==> src/rtl/aaq_pkg.sv <==
// shared constants, cordic angle table and output saturation for the quaternion block
`default_nettype none
package aaq_pkg;

  localparam int AAQ_FRACTION_BITS = 14;
  localparam int AAQ_SQRT_STEPS    = 32;
  localparam int AAQ_DIV_STEPS     = 31;
  localparam int AAQ_CORDIC_STEPS  = 30;

  localparam logic signed [32:0] AAQ_INV_GAIN = 33'sd652032874;

  localparam logic [31:0] AAQ_ATAN [AAQ_CORDIC_STEPS] = '{
    32'h20000000, 32'h12E4051E, 32'h09FB385B, 32'h051111D4, 32'h028B0D43,
    32'h0145D7E1, 32'h00A2F61E, 32'h00517C55, 32'h0028BE53, 32'h00145F2F,
    32'h000A2F98, 32'h000517CC, 32'h00028BE6, 32'h000145F3, 32'h0000A2FA,
    32'h0000517D, 32'h000028BE, 32'h0000145F, 32'h00000A30, 32'h00000518,
    32'h0000028C, 32'h00000146, 32'h000000A3, 32'h00000051, 32'h00000029,
    32'h00000014, 32'h0000000A, 32'h00000005, 32'h00000003, 32'h00000001
  };

  // clamp to [lo, hi], both already within the 16-bit range
  function automatic logic [15:0] aaq_sat(input logic signed [65:0] v,
                                          input logic signed [65:0] hi,
                                          input logic signed [65:0] lo);
    logic signed [65:0] c;
    begin
      c = v;
      if (c > hi) c = hi;
      if (c < lo) c = lo;
      return c[15:0];
    end
  endfunction

endpackage
`default_nettype wire

==> src/rtl/aaq_sqrt_step.sv <==
// one bit of the restoring square root, registered
`default_nettype none
module aaq_sqrt_step
  import aaq_pkg::*;
#(
  parameter int STEP = 0
) (
  input  wire logic        clk,
  input  wire logic        en,
  input  wire logic [63:0] op_in,
  input  wire logic [63:0] res_in,
  output logic      [63:0] op,
  output logic      [63:0] res
);

  localparam logic [63:0] BIT = 64'd1 << (62 - 2 * STEP);

  logic [63:0] trial;
  logic [63:0] op_next;
  logic [63:0] res_next;

  always_comb begin
    trial = res_in + BIT;
    if (op_in >= trial) begin
      op_next  = op_in - trial;
      res_next = (res_in >> 1) + BIT;
    end else begin
      op_next  = op_in;
      res_next = res_in >> 1;
    end
  end

  always_ff @(posedge clk) begin
    if (en) begin
      op  <= op_next;
      res <= res_next;
    end
  end

endmodule
`default_nettype wire

==> config.mk <==
export PLATFORM = sky130hd
export DESIGN_NAME = aaq_sqrt_step
export DESIGN_NICKNAME = d
export VERILOG_FILES = /design/src/rtl/aaq_pkg.sv /design/src/rtl/aaq_sqrt_step.sv
export SDC_FILE = /design/constraint.sdc
export NUM_CORES = 1
export LEC_CHECK = 0
export BUFFER_PORTS_ARGS = -buffer_cell sky130_fd_sc_hd__clkbuf_2
export CAP_MARGIN = 10
export CORE_AREA = 2 2 131 133
export CTS_CLUSTER_DIAMETER = 50
export DETAILED_ROUTE_END_ITERATION = 6
export DIE_AREA = 0 0 133 135
export PLACE_DENSITY_LB_ADDON = 0.3
export SKIP_CTS_REPAIR_TIMING = 1
export SLEW_MARGIN = 10
export SYNTH_ARGS = -nofsm -noshare
export SYNTH_HDL_FRONTEND = slang
export SYNTH_SLANG_ARGS = --single-unit
==> constraint.sdc <==
create_clock -name clk -period 4.9 [get_ports clk]
set_input_delay 0.98 -clock clk [delete_from_list [all_inputs] [get_ports clk]]
set_output_delay 0.98 -clock clk [all_outputs]
set_load 0.05 [all_outputs]
After elaboration in Yosys (flattened, before gate mapping)
Index checks and enable logic that the tools add are counted.
- add/sub/neg operators: 3
- multiply operators: 0
- div/mod/pow operators: 0
- order comparisons: 1
- equality and inequality tests: 0
- shift operators: 0
- mux-type cells: 2
- bitwise gates (word level): 0
- reductions and logical operators: 0
- operators with widths (cell ; count):
    $add 63x63->64 const B ; 1
    $add 64x63->64 const B ; 1
    $ge 64x64->1 ; 1
    $mux 64 ; 1
    $sub 64x64->64 ; 1
    $mux 63 ; 1
- register bits after elaboration: 128
- bits in latches: 0
- memory bits (writable): 0
- ROM bits: 0
- output and inout bits: 128
- memories: 0

Depth between registers and ports, before layout
Gate-level depths: netlist (run 1).
- depth after elaboration: 3
- gate-level depth with buffers: 14
- gate-level depth less buffers: 13

Least setup slack after synthesis (run 1)
No wires, ideal clock.
- path kind: input -> register
- start point: input port res_in[16]
- end point: register op[60], data pin
- setup time: 0.257 ns
- arrival time: 3.582 ns
- slack: 1.060 ns
- stages on the path: 12
- cells stage by stage: inv_1 > ha_1 > and2_1 > nand3_1 > or3_1 > a41o_1 > nor3_2 > o21ai_1 > o41ai_4 > or4b_1 > a21oi_1 > nor3_1
- word-level cells in the longest chain between the ends: 3
- ends and longest elaborated chain (element ; RTL line ; source):
    from (decl) ; aaq_sqrt_step.sv:11 ; input wire logic [63:0] res_in,
    $add 64x63->64 (*) ; aaq_sqrt_step.sv:23 ; trial = res_in + BIT;
    $sub 64x64->64 or $ge 64x64->1 (tied branches) ; aaq_sqrt_step.sv:25, aaq_sqrt_step.sv:24 ;
    $mux 64 (*) ; aaq_sqrt_step.sv:24 ; if (op_in >= trial) begin
    net op_next[60] ; aaq_sqrt_step.sv:19 ; logic [63:0] op_next;
    to (signal assigned) ; aaq_sqrt_step.sv:35 ; op <= op_next;
    to (decl) ; aaq_sqrt_step.sv:12 ; output logic [63:0] op,
The timed path passes the listed nets; every way through them passes the cells marked *.
A chain may end at the register's enable or synchronous reset.

Worst setup path in the final report (run 1)
- start point: input port res_in[16]
- end point: register op[45], data pin
Same word-level chain as after synthesis.

==> impl_metrics.csv, run 1 <==
group,metric,value,unit
critical_path,slowest_delay,0.53,ns
sta,slew_headroom,0.362,
sta,final_max_slew_viol_count,0,
sta,fmax,0.245,GHz
critical_path,worstPathCellList,"clkbuf_2 -> inv_1 -> ha_1 -> and2_1 -> nand3_1 -> or3_1 -> a41o_1 -> nor3_2 -> o21ai_1 -> o41ai_4 -> buf_4 -> mux2_2",
floorplan,io_pins,258,
yosys,syn_area,8610,um2
placement,dp_hpwl,16.8,mm
worst_hold_path,whs_endpoint,"res[2]$_DFFE_PP_",
pwr,power_density,366,nW/um2
placement,dpl_worst_slack,0.427,ns
routing,viasPerCell,5.59,
layout,diodes,0,
layout,fillers,1345,
placement,placed_cells,1331,
floorplan,die_w,133,um
sta,finalHoldViolCount,0,
routing,finalWirelength,21.9,mm
sta,rsz0062_at_grt,"false",
layout,final_cells,1361,
floorplan,rows,47,
clock_network,clockBufferDepth,2,
pwr,leakagePower,4.97,nW
floorplan,coreArea,16400,um2
yosys,synth_top_cell_by_area,"edfxtp_1",
clock_network,cts_buffers,17,
job,cap_violations,0,
critical_path,critPathArrivalTime,4.26,ns
yosys,post_synth_num_cell_types,58,
status,outcome,"finished clean",
layout,syn_to_final_growth,23.1,%
routing,wire_per_inst,16.1,um
global_route,grt_usage,0.242,
critical_path,cp_data_required_time,5.07,ns
layout,finalNetCount,1325,
pwr,ir_worst_vdd,0.234,mV
critical_path,end_kind,"flip-flop",
yosys,synth_area_per_cell,9.73,um2
layout,final_layout_size_suffix_gt1_frac,0.272,
yosys,ys_warn_count,0,
yosys,yosysTopAreaCellShare,0.446,
worst_hold_path,hold_path_depth,1,
global_route,grt_pass1_wl,34.6,mm
routing,drc,0,
sta,fin_ws,0.816,ns
sta,fin_crit,4.08,ns
routing,ant_nets,0,
critical_path,crit_type,"input pin to flip-flop",
clock_network,clk_pin_slew_worst_paths,0.06,ns
routing,drt_iter0_drc,502,
critical_path,cp-start-kind,"input pin",
global_route,gr-total-overflow,0,
floorplan,die_height,135,um
sta,finalSetupTns,0,ns
yosys,synthArstFlopShare,0,
global_route,grt_pass1_vias,7117,
yosys,synth_edf_count,128,
critical_path,critical-path-slowest-cell,"o41ai_4",
routing,via_count,7612,
yosys,syn_nets,1080,
placement,gp_congestion,0.895,
yosys,netlist_instances,885,
yosys,ys_ff_latch,128,
global_route,grt_start_max_net_pins,106,
global_route,antenna_found_initial,0,
critical_path,crit_path_max_fanout,29,
routing,drt_pre_antenna_iters,6,
floorplan,start_util,0.525,
yosys,synth_most_common_cell,"edfxtp_1",
sta,tightest_slew,0.957,ns
worst_hold_path,hp-class,"input pin to flip-flop",
yosys,synthFlopType,"edfxtp_1",
sta,finalCritPeriodShare,0.833,
placement,io_buffers,257,
yosys,netlist_top_cells_area,"edfxtp_1, ha_1, a21oi_1",
floorplan,die_area,18000,um2
clock_network,cts-root-buf,"clkbuf_16",
yosys,synthTopCellsByCount,"edfxtp_1, a21oi_1, nor2_1",
yosys,ys_seq_area_frac,0.446,
sta,finalSetupViolCount,0,
clock_network,cts_tree,"yes",
clock_network,clock-sinks,128,
worst_hold_path,worstHoldStart,"res_in[3]",
clock_network,htree_levels,4,
[layout make-up]
| class | count | area [um2] | share of cell area |
|---|---|---|---|
| repair buffers | 263 | 1360 | 0.129 |
| clock inverters | 12 | 73.8 | 0.00697 |
| clock buffers | 18 | 429 | 0.0405 |
| flip-flops and latches | 128 | 3840 | 0.363 |
| inverters | 78 | 293 | 0.0276 |
| multi-input cells | 642 | 4320 | 0.408 |
| well taps | 220 | 275 | 0.0260 |
[cell families (layout without fill, tap and decap cells)]
family,after synthesis,after routing,share of synthesized area
and+or+nand+nor,234,234,0.132
adders and majority gates,65,65,0.0953
AOI/OAI and AO/OA,272,272,0.198
buffers and inverters,115,371,0.0519
DFF,128,128,0.446
muxes,15,15,0.0195
xor gates and xnor gates,56,56,0.0570
[flip-flops by register name, indices dropped and copies added, names as in the netlist]
name	count
res	64
op	64
[metal layers]
metal  global-route usage  up-vias  routed length (um)
li1                     -     3737                   -
met1                0.320     3538                9510
met2                0.398      310               10500
met3               0.0548       27                1570
met4               0.0741        0                 315
met5                    0        -                   0
[cell usage in the layout, fill, tap and decap left out, types with 11 or more instances in the layout]
cell / count
a21o_1: 49
a21oi_1: 111
and3_1: 13
clkbuf_16: 17
clkbuf_2: 256
edfxtp_1: 128
ha_1: 64
inv_1: 78
nand2_1: 52
nand3_1: 14
nand4_1: 18
nor2_1: 82
nor3_1: 11
o21ai_0: 40
o21bai_1: 11
xnor2_1: 36
xor2_1: 20
[power by group]
group	internal, W	total [W]	switching [W]
clock network	0.000631	0.00111	0.000476
logic	0.000413	0.00137	0.000955
registers	0.00137	0.00140	0.0000335
total	0.00241	0.00388	0.00146
[worst max-delay path, delay by kind of cell]
family | cells | cell delay, ns
AO/OA/AOI/OAI | 3 | 0.97
adder cells (fa/ha/maj) | 1 | 0.39
buffers and inverters | 3 | 0.53
multiplexers | 1 | 0.39
AND/OR/NAND/NOR | 4 | 0.97
[worst max-delay path by stage]
| stage | startpoint | endpoint | slack [ns] | cells after the start |
|---|---|---|---|---|
| after detailed placement | res_in[16] | op[45]$_DFFE_PP_ | 0.43 | 12 |
| after global routing | res_in[16] | op[45]$_DFFE_PP_ | 0.65 | 12 |
| after floorplan | res_in[16] | op[60]$_DFFE_PP_ | 1.06 | 12 |
| after global placement | op_in[0] | op[42]$_DFFE_PP_ | 0.57 | 13 |
| final | res_in[16] | op[45]$_DFFE_PP_ | 0.82 | 12 |
| after CTS | res_in[16] | op[45]$_DFFE_PP_ | 0.85 | 12 |
[per-stage QoR]
step	power (W)	hold WS, ns	cell area, um2	utilization
finish	0.00388	0.740	10600	0.646
global route	0.00404	0.739	10600	0.646
CTS	0.00389	0.734	10600	0.646
detailed placement	0.00278	1.17	10100	0.615
global placement	0.00277	1.17	10100	0.615
floorplan	0.00244	1.08	8610	-
(Power assumes the default switching activity.)
==> inputs of run 2 (changes only) <==
--- a/config.mk
+++ b/config.mk
@@ -7,10 +7,10 @@
 export LEC_CHECK = 0
 export BUFFER_PORTS_ARGS = -buffer_cell sky130_fd_sc_hd__clkbuf_2
 export CAP_MARGIN = 10
-export CORE_AREA = 2 2 131 133
+export CORE_AREA = 2 2 137 139
 export CTS_CLUSTER_DIAMETER = 50
 export DETAILED_ROUTE_END_ITERATION = 6
-export DIE_AREA = 0 0 133 135
+export DIE_AREA = 0 0 139 141
 export PLACE_DENSITY_LB_ADDON = 0.3
 export SKIP_CTS_REPAIR_TIMING = 1
 export SLEW_MARGIN = 10
==> constraint.sdc (replaced) <==
create_clock -name clk -period 3.6 [get_ports clk]
set_input_delay 0.72 -clock clk [delete_from_list [all_inputs] [get_ports clk]]
set_output_delay 0.72 -clock clk [all_outputs]
set_load 0.05 [all_outputs]
==> impl_metrics.csv, run 2 (synthesis gave the netlist of run 1 again) <==
group,metric,value,unit
global_route,antenna_found_initial,0,
critical_path,crit_path_max_fanout,5,
placement,dp_hpwl,19.1,mm
layout,reg_top3,"op: 64 flops, res: 64 flops",
pwr,leakagePower,5.70,nW
sta,final_max_slew_viol_count,0,
critical_path,cp_data_required_time,3.78,ns
routing,drc,0,
global_route,grt_pass1_vias,7941,
critical_path,end_kind,"flip-flop",
clock_network,cts-root-buf,"clkbuf_16",
worst_hold_path,hp-class,"input pin to flip-flop",
floorplan,start_util,0.471,
sta,slew_headroom,0.526,
sta,finalSetupTns,0,ns
sta,finalSetupViolCount,0,
layout,final_common_cell,"clkbuf_2",
global_route,gr-total-overflow,0,
placement,dpl_worst_slack,-0.476,ns
layout,syn_to_final_growth,36.7,%
sta,fin_ws,0.115,ns
layout,finalNetCount,1467,
clock_network,cts_buffers,17,
routing,viasPerCell,5.37,
floorplan,die_height,141,um
critical_path,crit_top_cell,"buf_4",
routing,finalWirelength,24.4,mm
floorplan,die_area,19600,um2
critical_path,critical-path-slowest-cell,"or4b_1",
floorplan,coreArea,18300,um2
routing,wire_per_inst,16.1,um
clock_network,htree_levels,4,
clock_network,clk_pin_slew_worst_paths,0.06,ns
sta,tightest_slew,0.710,ns
critical_path,cp.depth,16,
clock_network,clock-sinks,128,
floorplan,die_w,139,um
status,outcome,"finished clean",
critical_path,worstPathCellList,"clkbuf_2 -> inv_1 -> ha_1 -> fa_2 -> nand2b_1 -> a21oi_2 -> o41ai_2 -> nor4bb_1 -> buf_4 -> nor3_4 -> o21ai_2 -> o41ai_4 -> buf_4 -> or4b_1 -> a21oi_1 -> nor3_1",
floorplan,rows,50,
sta,fin_crit,3.48,ns
critical_path,critPathArrivalTime,3.66,ns
sta,finalHoldViolCount,0,
global_route,grt_pass1_wl,38.4,mm
floorplan,io_pins,258,
routing,via_count,8158,
placement,placed_cells,1484,
pwr,ir_worst_vdd,0.331,mV
critical_path,slowest_delay,0.43,ns
global_route,grt_usage,0.243,
clock_network,clockBufferDepth,2,
job,cap_violations,0,
critical_path,crit_type,"input pin to flip-flop",
layout,diodes,0,
layout,final_cells,1519,
routing,drt_iter0_drc,523,
layout,layout_common_cells,"clkbuf_2, buf_4, edfxtp_1",
layout,fillers,1522,
critical_path,path_buf_inv,4,
critical_path,cp-start-kind,"input pin",
critical_path,cp_top_family,"simple AND/OR/NAND/NOR gates",
clock_network,cts_tree,"yes",
pwr,power_density,482,nW/um2
routing,drt_pre_antenna_iters,5,
placement,gp_congestion,0.883,
global_route,grt_start_max_net_pins,72,
layout,final_layout_size_suffix_gt1_frac,0.355,
critical_path,worstSetupStartpoint,"op_in[0]",
critical_path,crit_end,"op[60]$_DFFE_PP_",
placement,io_buffers,257,
sta,fmax,0.287,GHz
routing,ant_nets,0,
sta,finalCritPeriodShare,0.968,
run 2: cell types whose count changed in the layout (fill, tap and decap cells not counted), sizes merged:
| cell | delta |
|---|---|
| bufinv | +2 |
| clkinv | -1 |
| buf | +142 |
| clkinvlp | -2 |
| clkbuf | +3 |
run 2: where the power goes:
group          switching (W)  internal [W]
Sequential         0.0000475       0.00186
Clock               0.000654       0.00101
Combinational        0.00137      0.000724
run 2: how the worst min path moves through the flow:
stage	cells after the start	slack, ns	start	to
after CTS	1	0.47	res_in[56]	res[55]$_DFFE_PP_
after floorplan	0	0.82	res_in[1]	res[0]$_DFFE_PP_
after global routing	1	0.48	res_in[56]	res[55]$_DFFE_PP_
final	1	0.48	res_in[56]	res[55]$_DFFE_PP_
after detailed placement	1	0.91	res_in[47]	res[46]$_DFFE_PP_
after global placement	1	0.91	res_in[9]	res[8]$_DFFE_PP_
run 2: metrics by stage:
step                      area [um2]  utilization  hold WS [ns]  total power [W]
final                          11800        0.644         0.482          0.00567
after global routing           11800        0.644         0.478          0.00590
after CTS                      11700        0.640         0.467          0.00567
after detailed placement       11100        0.610         0.914          0.00399
after global placement         11100        0.610         0.914          0.00397
after floorplan                 8610            -         0.819          0.00332
run 2: final cells by class:
type / count / area [um2] / area share
multi-input combinational: 642 / 4360 / 0.370
inverter: 78 / 293 / 0.0249
sequential: 128 / 3840 / 0.327
tap: 234 / 293 / 0.0249
clock buffer: 21 / 440 / 0.0374
timing repair buffer: 405 / 2420 / 0.206
clock inverter: 11 / 116 / 0.00989
run 2: routing by layer:
metal / routed length (um) / global-route usage / share of wire / vias to the layer above
li1: - / - / - / 4013
met1: 10600 / 0.312 / 0.43 / 3815
met2: 11700 / 0.411 / 0.48 / 293
met3: 1630 / 0.0499 / 0.067 / 37
met4: 468 / 0.0856 / 0.019 / 0
met5: 0 / 0 / 0 / -
