`src/rtl/aaq_pkg.sv`:
```
// shared constants, cordic angle table and output saturation for the quaternion block
`default_nettype none
package aaq_pkg;

  localparam int AAQ_FRACTION_BITS = 14;
  localparam int AAQ_SQRT_STEPS    = 32;
  localparam int AAQ_DIV_STEPS     = 31;
  localparam int AAQ_CORDIC_STEPS  = 30;

  localparam logic signed [32:0] AAQ_INV_GAIN = 33'sd652032874;

  localparam logic [31:0] AAQ_ATAN [AAQ_CORDIC_STEPS] = '{
    32'h20000000, 32'h12E4051E, 32'h09FB385B, 32'h051111D4, 32'h028B0D43,
    32'h0145D7E1, 32'h00A2F61E, 32'h00517C55, 32'h0028BE53, 32'h00145F2F,
    32'h000A2F98, 32'h000517CC, 32'h00028BE6, 32'h000145F3, 32'h0000A2FA,
    32'h0000517D, 32'h000028BE, 32'h0000145F, 32'h00000A30, 32'h00000518,
    32'h0000028C, 32'h00000146, 32'h000000A3, 32'h00000051, 32'h00000029,
    32'h00000014, 32'h0000000A, 32'h00000005, 32'h00000003, 32'h00000001
  };

  // clamp to [lo, hi], both already within the 16-bit range
  function automatic logic [15:0] aaq_sat(input logic signed [65:0] v,
                                          input logic signed [65:0] hi,
                                          input logic signed [65:0] lo);
    logic signed [65:0] c;
    begin
      c = v;
      if (c > hi) c = hi;
      if (c < lo) c = lo;
      return c[15:0];
    end
  endfunction

endpackage
`default_nettype wire

```
`src/rtl/aaq_div_step.sv`:
```
// one quotient bit of the restoring divider, registered
`default_nettype none
module aaq_div_step
  import aaq_pkg::*;
#(
  parameter int STEP = 0
) (
  input  wire logic        clk,
  input  wire logic        en,
  input  wire logic [31:0] dvs,
  input  wire logic [62:0] rem_in,
  input  wire logic [30:0] q_in,
  output logic      [62:0] rem,
  output logic      [30:0] q
);

  localparam int K = AAQ_DIV_STEPS - 1 - STEP;

  logic [62:0] trial;
  logic [62:0] rem_next;
  logic [30:0] q_next;

  always_comb begin
    trial    = {31'd0, dvs} << K;
    rem_next = rem_in;
    q_next   = q_in;
    if (rem_in >= trial) begin
      rem_next  = rem_in - trial;
      q_next[K] = 1'b1;
    end
  end

  always_ff @(posedge clk) begin
    if (en) begin
      rem <= rem_next;
      q   <= q_next;
    end
  end

endmodule
`default_nettype wire

```
`config.mk`:
```
export PLATFORM = sky130hd
export DESIGN_NAME = aaq_div_step
export DESIGN_NICKNAME = d
export VERILOG_FILES = /design/src/rtl/aaq_pkg.sv /design/src/rtl/aaq_div_step.sv
export SDC_FILE = /design/constraint.sdc
export NUM_CORES = 1
export LEC_CHECK = 0
export BUFFER_PORTS_ARGS = -buffer_cell sky130_fd_sc_hd__buf_2
export CORE_UTILIZATION = 48
export CTS_BUF_LIST = sky130_fd_sc_hd__clkbuf_8 sky130_fd_sc_hd__clkbuf_16
export DETAILED_ROUTE_END_ITERATION = 7
export PLACE_DENSITY = 0.8
export SYNTH_ARGS = -nofsm -noshare
export SYNTH_HDL_FRONTEND = slang
export SYNTH_SLANG_ARGS = --single-unit
```
`constraint.sdc`:
```
create_clock -name clk -period 2.65 [get_ports clk]
set_input_delay 0.1325 -clock clk [delete_from_list [all_inputs] [get_ports clk]]
set_output_delay 0.1325 -clock clk [all_outputs]
set_load 0.005 [all_outputs]
```
Word level (Yosys, flattened, before mapping)

Cells that the tools add are included.
Widths: inputs -> output; s select.

Bits in registers: 94
Bits of input ports: 128
Logic and storage cells: 6
Output and inout bits: 94

Magnitude comparators: 1
Mux-type cells: 1
Add/subtract/negate cells: 1

Operators by type and width:

| operator       | count |
|---|---|
| $ge 63x62->1   | 1 |
| $mux 63        | 1 |
| $sub 63x62->63 | 1 |

Logic depth before layout (Yosys ltp)

Gate-level depths: netlist of run 1.

Depth after elaboration: 2
Mapped depth: 13
Gate-level depth less buffers: 11

Worst setup path after synthesis of run 1

No wires, ideal clock.

Path kind: in2reg
From: input port rem_in[30]
To: register rem[56], data pin
Required time: 2,392 ps
Stages on the path: 11
Buffers on the path: 0
Path slack: 386 ps
Arrival: 2,006 ps
Path through: inv_1 ha_1 fa_1 nand2b_1 a21oi_1 o21ai_1 and2_1 o311ai_1 a31oi_1 xor2_1 o21ai_1

Word-level cells in the longest chain between the ends: 2
Elaborated cells on any way between the ends: 3
Those cells by class: add/sub: 1; order compare: 1; mux: 1

RTL lines:

| item                                                  | line                                   | text |
|---|---|---|
| from (decl)                                           | aaq_div_step.sv:11                     | `input wire logic [62:0] rem_in,` |
| $sub 63x62->63 / $ge 63x62->1 (equally long branches) | aaq_div_step.sv:28, aaq_div_step.sv:27 |  |
| $mux 63 *                                             | aaq_div_step.sv:27                     | `if (rem_in >= trial) begin` |
| net rem_next[56]                                      | aaq_div_step.sv:20                     | `logic [62:0] rem_next;` |
| to (signal assigned)                                  | aaq_div_step.sv:35                     | `rem <= rem_next;` |
| to (decl)                                             | aaq_div_step.sv:13                     | `output logic [62:0] rem,` |

Mark *: on every way through the listed nets, which the timed path passes. The rest lies on a longest branch.
A chain may end at the register's enable or synchronous reset.

Worst setup path in the final report of run 1

From: input port rem_in[5]
To: register rem[57], data pin

The elaborated chain is that of the path after synthesis.

==> results of run 1 <==
==> critical path: stages <==
cell and delay, ns:
dlygate4sd3_1 0.56, buf_2 0.14, nor4_1 0.39, nand4_1 0.18, nor4_2 0.32, a31oi_1 0.12, o41ai_1 0.08, buf_4 0.18
a21oi_4 0.06, buf_12 0.19, o41ai_2 0.34
==> layer usage <==
layer / GRT usage [%] / wire (um) / vias up
met5: 0 / 0 / -
li1: - / - / 2359
met4: 16.47 / 783 / 0
met2: 51.58 / 8133 / 225
met1: 32.85 / 6473 / 2272
met3: 4.966 / 920 / 49
==> area by class of cell <==
class                           count  area, um2
Multi-Input combinational cell    316       2177
Clock buffer                        9      123.9
Clock inverter                      7      62.56
Sequential cell                    94       2823
Antenna cell                        1      2.502
Inverter                           39      146.4
Timing Repair Buffer              321       2034
Fill cell                         773       2923
Tap cell                          136      170.2
==> registers in the layout, indices dropped and copies added, names as in the netlist <==
name / count
rem: 63
q: 31
==> stage by stage <==
stage	setup TNS, ns	total power (W)	utilization [%]	area [um2]
floorplan	0	0.002392	-	5229
global placement	0	0.002859	64.52	6750
detailed placement	-0.01871	0.002883	64.52	6750
CTS	0	0.003881	72.04	7537
global route	0	0.004065	72.06	7540
finish	0	0.003890	72.06	7540
==> power breakdown <==
part / internal, W / total (W) / switching [W]
Clock: 0.000364 / 0.000943 / 0.000580
Combinational: 0.000521 / 0.00107 / 0.000550
Sequential: 0.00183 / 0.00187 / 0.0000452
Total: 0.00271 / 0.00389 / 0.00118
==> kinds of logic (layout without fill, tap and decap cells) <==
| logic type | count (synthesis) | after routing | share of synthesized area, % |
|---|---|---|---|
| buf+inv | 57 | 376 | 4.523 |
| other cells | 0 | 1 | 0 |
| mux | 1 | 1 | 0.2153 |
| flops | 94 | 94 | 53.98 |
| fa+ha+maj | 33 | 33 | 8.040 |
| xor+xnor | 28 | 28 | 4.690 |
| simple gates | 119 | 119 | 11.51 |
| compound gates | 135 | 135 | 17.04 |
==> final timing paths <==
check	startpoint	end	cells after the start
worst max-delay path	rem_in[5]	rem[57]	11
worst min-delay path	q_in[30]	q[30]	2
==> layout by cell type (no fill, tap or decap), types with 2 or more instances in the layout <==
cell type      count
dlygate4sd3_1     60
a211oi_1           3
nand2_1           54
nand4_1            7
a31oi_1            5
a2111oi_4          2
and2_1             2
a21oi_1           38
clkbuf_8           9
inv_6              2
xor2_1            17
xnor2_1           11
edfxtp_1          94
inv_8              2
and3_1             2
a21o_1            13
o21ai_0           34
clkinv_4           2
buf_2            220
nor2_1            10
o21ai_1           11
inv_1             38
nor3_1             2
nand3_1           10
a211o_1            2
buf_12             2
o21a_1             3
o21bai_1           6
buf_4             39
nor2b_1            6
nand2b_1           7
ha_1              32
o211ai_1           3
nor4_1             7
==> what timing repair did <==
item	in CTS	in global routing
endpoints found under the setup margin	0	0
resized for setup	0	0
endpoints found under the hold margin	60	0
hold buffers	60	0
==> metrics, run 1 <==
GR Overflow Total 0; Synth cell types 59; Final ANT Viol Nets 0; top_reg_cell synth edfxtp_1; via/cell ratio about 5.3; crit path kind primary input to flip-flop; Mapped Avg Cell Area 11.20 um2; area share of the largest cell type after synthesis 53.98%; Synth area leaders edfxtp_1 (54%), ha_1 (7.7%), nand2_1 (3.9%); placed insts 846; postcts setup bufs 0; fin crit share 94.67%; # rows 37; Yosys reg bits 94; routed len/inst roughly 18 um; Slew @ Worst Pin 0.7552 ns; final std cells w/o fill 923; nature of the critical path startpoint primary input; Synth top cells by count edfxtp_1 (94), nand2_1 (54), a21oi_1 (38), inv_1 (38), o21ai_0 (34); Final Hold Viols 0; clock slew at reported path FFs 0.10 ns; Die Span X 106.4 um; CTS tree yes; EDFF count, synth 94; status finished, final reports clean; syn nets 628; WHS 0.02686 ns; setup ws final approximately 0.14 ns; dpl hpwl roughly 12000 um; Die Y between 100 and 150 um; ys async rst share 0%; count leader, synth edfxtp_1; sequential share of the synthesized area 53.98%; type of the most critical hold path primary input to flip-flop; minimum clock period about 2.5 ns; gr usage total between 20% and 30%; max-cap viol count 0; share of cells above drive strength 1 between 30% and 40%; YS warnings 0; initial core utilization between 40% and 50%; clk sinks 94; largest net degree at the start of global routing 58; Nets 942; P_leak 3.412 nW; H-tree Lvls 3; vias in the first global route 5039; Routed WL 16310 um; wire length of the first global-routing pass 25040 um; RSZ-0062 raised after global routing no; Iteration-0 DRC Markers 255; Initial DRT Pass Iterations 4; Root Buffer clkbuf_8; I/O pins 222; Mapped Cells 467; core area approximately 10000 um2; GPL Wtd Cong 0.8660; arrival time at the worst endpoint approximately 2.7 ns; port bufs 221; Yosys top cell by area edfxtp_1; DRC 0; pre-CTS WS -0.01871 ns; PwrDens 515.9 nW/um2; Area Overhead vs Synth 44.20%; CTS Buf Count 9; CP Capture Type flip-flop; Slew Limit Fails 0; headroom to the max-slew limit 49.65%; setup violators final 0; Clock Path Buffers 2; Fmax achieved 0.3986 GHz; critical path required time 2.84 ns; CP Max Fanout 14; Die ar. 11310 um2; Max IR drop VDD 0.0003267 V; vias post-DR 4905; Mapped Area 5229 um2; initial antenna violation count 1
No activity file was read; power rests on OpenSTA's default activity.
==> inputs of run 2 (changes only) <==
--- a/config.mk
+++ b/config.mk
@@ -10,6 +10,7 @@
 export CTS_BUF_LIST = sky130_fd_sc_hd__clkbuf_8 sky130_fd_sc_hd__clkbuf_16
 export DETAILED_ROUTE_END_ITERATION = 7
 export PLACE_DENSITY = 0.8
+export REMOVE_ABC_BUFFERS = 1
 export SYNTH_ARGS = -nofsm -noshare
 export SYNTH_HDL_FRONTEND = slang
 export SYNTH_SLANG_ARGS = --single-unit
==> metrics, run 2 (synthesis gave the netlist of run 1 again) <==
status finished, final reports clean; type of the most critical hold path primary input to flip-flop; Slew @ Worst Pin 0.5820 ns (-0.1732 ns); crit path kind primary input to flip-flop; fin util 72.49% (+0.43 points); nature of the critical path startpoint primary input; max reg flops 63 (unchanged); commonest non-fill, non-tap cell in the layout buf_2; headroom to the max-slew limit 61.20% (+12 points); Die Span X 106.4 um (unchanged); Nets 942 (unchanged); Slew Limit Fails 0 (unchanged); gr usage total 29.65% (+0.60 points); Setup TNS 0 ns (unchanged); most frequent cells in the layout buf_2 (220), edfxtp_1 (94), dlygate4sd3_1 (60); GR Overflow Total 0 (unchanged); Reg with most FFs rem; share of cells above drive strength 1 37.15% (+0.25 points); worst path bufs/invs 4 (unchanged); clk sinks 94 (unchanged); CP Max Fanout 30 (+16); GPL Wtd Cong 0.8655 (about the same); Final Hold Viols 0 (unchanged); Root Buffer clkbuf_8; setup violators final 0 (unchanged); fin crit share 94.20% (-0.47 points); I/O pins 222 (unchanged); Iteration-0 DRC Markers 364 (+43%); DRC 0 (unchanged); H-tree Lvls 3 (unchanged); wire length of the first global-routing pass 25330 um (+1.2%); RSZ-0062 raised after global routing no; P_leak 3.435 nW (+0.67%); vias post-DR 5021 (+2.4%); dpl hpwl 11530 um (about the same); critical path required time 2.76 ns (-0.08 ns); arrival time at the worst endpoint 2.60 ns (-0.09 ns); Die Y 106.4 um (unchanged); Fmax achieved 0.4006 GHz (+0.50%); Final ANT Viol Nets 0 (unchanged); Clock Path Buffers 2 (unchanged); CTS Buf Count 9 (unchanged); Routed WL 17000 um (+4.2%); initial core utilization 49.98% (unchanged); initial antenna violation count 0 (-1); cell family with most CP delay buffers and inverters; largest registers rem x63, q x31; Die ar. 11310 um2 (unchanged); CP Cell Sequence dlygate4sd3_1 -> buf_2 -> or4_1 -> nor4_4 -> a31oi_1 -> o41ai_1 -> buf_4 -> a21oi_4 -> buf_12 -> nand2_1 -> o21ai_0; ant diodes 0 (-1); Max IR drop VDD 0.0002799 V (-14%); vias in the first global route 4941 (-1.9%); delay of the slowest cell on the worst path 0.56 ns (about the same); CP Capture Type flip-flop; via/cell ratio 5.446 (+2.5%); Area Overhead vs Synth 45.06%; Crit-path slowest cell or4_1; routed len/inst 18.43 um (+4.3%); PwrDens 529.1 nW/um2 (+2.6%); # rows 37 (unchanged); CTS tree yes; clock slew at reported path FFs 0.10 ns (about the same); minimum clock period 2.496 ns (-0.01238 ns); core area 10460 um2 (unchanged); Initial DRT Pass Iterations 4 (unchanged); max-cap viol count 0 (unchanged); postcts setup bufs 0 (unchanged); largest net degree at the start of global routing 55 (-5.2%); port bufs 221 (unchanged)
run 2: metal layers:
layer | routed length (um) | track usage, % | share of wire (%)
met1 | 6461 | 34.03 | 38
met2 | 8880 | 53.39 | 52
met3 | 1149 | 4.966 | 6.8
met4 | 503 | 14.19 | 3.0
met5 | 0 | 0 | 0
run 2: layout make-up:
type	count	area (um2)
multi-input cells	316	2207
clock inverters	7	80.08
well taps	136	170.2
clock buffers	9	123.9
flip-flops and latches	94	2823
repair buffers	321	2034
fillers	758	2878
inverters	39	146.4
run 2: worst paths after layout:
path,startpoint,end,slack (ns),depth (start not counted)
setup / recovery,rem_in[14],rem[32],0.15,11
hold / removal,q_in[30],q[30],0.03,2
run 2: per-stage QoR:
stage	std cells	hold WS, ns	setup WS (ns)	area [um2]	total power, W
floorplan	449	0.2314	-0.6245	5139	0.002381
global placement	846	0.3087	0.04810	6750	0.002852
detailed placement	846	0.3106	-0.06356	6750	0.002886
CTS	922	0.008068	0.06594	7555	0.003970
global route	922	0.02725	0.03725	7585	0.004185
finish	922	0.02681	0.1537	7585	0.004013
run 2: repair_timing:
action                                 in CTS  in global routing
resized for setup                           0                  4
endpoints found under the hold margin      60                  0
hold buffers                               60                  0
setup endpoints to repair                   0                 32
run 2: power by group:
part,leakage [nW],internal (W),switching [W]
clock network,0.102,0.000451,0.000596
registers,0.919,0.00183,0.0000514
logic,2.41,0.000523,0.000562
==> inputs of run 3 (changes only) <==
--- a/config.mk
+++ b/config.mk
@@ -6,10 +6,10 @@
 export NUM_CORES = 1
 export LEC_CHECK = 0
 export BUFFER_PORTS_ARGS = -buffer_cell sky130_fd_sc_hd__buf_2
-export CORE_UTILIZATION = 48
+export CORE_UTILIZATION = 52
 export CTS_BUF_LIST = sky130_fd_sc_hd__clkbuf_8 sky130_fd_sc_hd__clkbuf_16
 export DETAILED_ROUTE_END_ITERATION = 7
-export PLACE_DENSITY = 0.8
+export PLACE_DENSITY = 0.86
 export REMOVE_ABC_BUFFERS = 1
 export SYNTH_ARGS = -nofsm -noshare
 export SYNTH_HDL_FRONTEND = slang
==> constraint.sdc (replaced) <==
create_clock -name clk -period 3 [get_ports clk]
set_input_delay 0.15 -clock clk [delete_from_list [all_inputs] [get_ports clk]]
set_output_delay 0.15 -clock clk [all_outputs]
set_load 0.005 [all_outputs]
==> metrics, run 3 (synthesis gave the netlist of run 1 again) <==
Fmax achieved 0.3979 GHz; largest net degree at the start of global routing 95 (+73%); Final Hold Viols 0 (unchanged); via/cell ratio 5.548 (+1.9%); H-tree Lvls 3 (unchanged); largest registers rem x63, q x31; commonest non-fill, non-tap cell in the layout buf_2; setup violators final 0 (unchanged); port bufs 221 (unchanged); Slew Limit Fails 0 (unchanged); hold buffers post-CTS 59 (-1.7%); GPL Wtd Cong 0.9166 (+5.9%); critical path required time 3.19 ns (+0.43 ns); Die Span X 102.3 um (-3.8%); I/O pins 222 (unchanged); DRC 0 (unchanged); wire length of the first global-routing pass 24060 um (-5.0%); PwrDens 458.9 nW/um2 (-13%); Nets 906 (-3.8%); ant diodes 0 (unchanged); Fillers 648 (-15%); Max IR drop VDD 0.0002284 V (-18%); CP Capture Type flip-flop; Root Buffer clkbuf_8; fin util 73.96% (+1.5 points); Clock Path Buffers 2 (unchanged); Final ANT Viol Nets 0 (unchanged); max-cap viol count 0 (unchanged); crit path kind primary input to flip-flop; Area Overhead vs Synth 38.26%; GR Overflow Total 0 (unchanged); Reg with most FFs rem; hold path depth 2 (unchanged); clock slew at reported path FFs 0.10 ns (about the same); gr usage total 31.01% (+1.4 points); dpl hpwl 10560 um (-8.5%); P_leak 3.227 nW (-6.0%); clk sinks 94 (unchanged); initial core utilization 53.49% (+3.5 points); Iteration-0 DRC Markers 298 (-18%); RSZ-0062 raised after global routing no; share of cells above drive strength 1 33.47% (-3.7 points); DP Area 6464 um2 (-4.2%); status finished, final reports clean; fin crit share between 80% and 90%; CTS tree yes; post-CTS resize count 0 (unchanged); CP Max Fanout 49 (+63%); most frequent cells in the layout buf_2 (220), edfxtp_1 (94), dlygate4sd3_1 (60); Slew @ Worst Pin 1.190 ns (+0.6075 ns); WHS 0.05371 ns (+0.02690 ns); headroom to the max-slew limit 20.70% (-41 points); core area 9774 um2 (-6.6%); # rows 36 (-2.7%); Die ar. 10460 um2 (-7.6%); Finished Cell Area 7229 um2 (-4.7%); routed len/inst 18.25 um (-0.98%); Routed WL 16120 um (-5.2%); postcts setup bufs 0 (unchanged); type of the most critical hold path primary input to flip-flop; vias post-DR 4899 (-2.4%); minimum clock period about 2.5 ns; Die Y 102.3 um (-3.8%); nature of the critical path startpoint primary input; placed insts 807 (-4.6%); final std cells w/o fill 883 (-4.2%); Initial DRT Pass Iterations 5 (+1); max reg flops 63 (unchanged); footprint of the flip-flops and latches 2823 um2 (unchanged); multi-input logic area 2177 um2 (-1.4%); vias in the first global route 4595 (-7.0%); arrival time at the worst endpoint 2.70 ns (+0.10 ns); initial antenna violation count 0 (unchanged); CTS Buf Count 9 (unchanged)
## run 3: layout make-up
| type | count | area share, % |
|---|---|---|
| flip-flops and latches | 94 | 39.04 |
| clock inverters | 7 | 0.5711 |
| clock buffers | 9 | 1.713 |
| inverters | 39 | 2.025 |
| multi-input cells | 316 | 30.11 |
| well taps | 133 | 2.302 |
| repair buffers | 285 | 24.23 |
## run 3: routing by layer
metal,wire length [um],up-vias,global-route usage (%)
met3,1129,54,8.071
met1,6054,2298,35.09
met4,670,0,15.27
met2,8262,266,54.31
met5,0,-,0
li1,-,2281,-
## run 3: through the flow
| step | setup WS (ns) | TNS [ns] | total power (W) |
|---|---|---|---|
| after floorplan | -0.2920 | -5.449 | 0.002103 |
| after global placement | 0.2924 | 0 | 0.002440 |
| after detailed placement | 0.2061 | 0 | 0.002473 |
| after CTS | 0.5203 | 0 | 0.003267 |
| after global routing | 0.2145 | 0 | 0.003465 |
| final | 0.4867 | 0 | 0.003318 |
## run 3: path summary, 6_finish.rpt
| path | startpoint | to |
|---|---|---|
| max | rem_in[27] | rem[53] |
| min | q_in[30] | q[30] |
## run 3: critical path, cell delays in order
cell           delay, ns
dlygate4sd3_1       0.55
buf_2               0.14
or4b_1              0.54
nor4_1              0.30
a31oi_1             0.13
o41ai_1             0.13
a21oi_4             0.21
buf_12              0.24
o31ai_1             0.27
## run 3: where the power goes
group	switching (W)	internal, W	leakage (nW)	total [W]
combinational	0.000472	0.000407	2.22	0.000879
clock	0.000477	0.000298	0.0900	0.000775
sequential	0.0000459	0.00162	0.919	0.00166
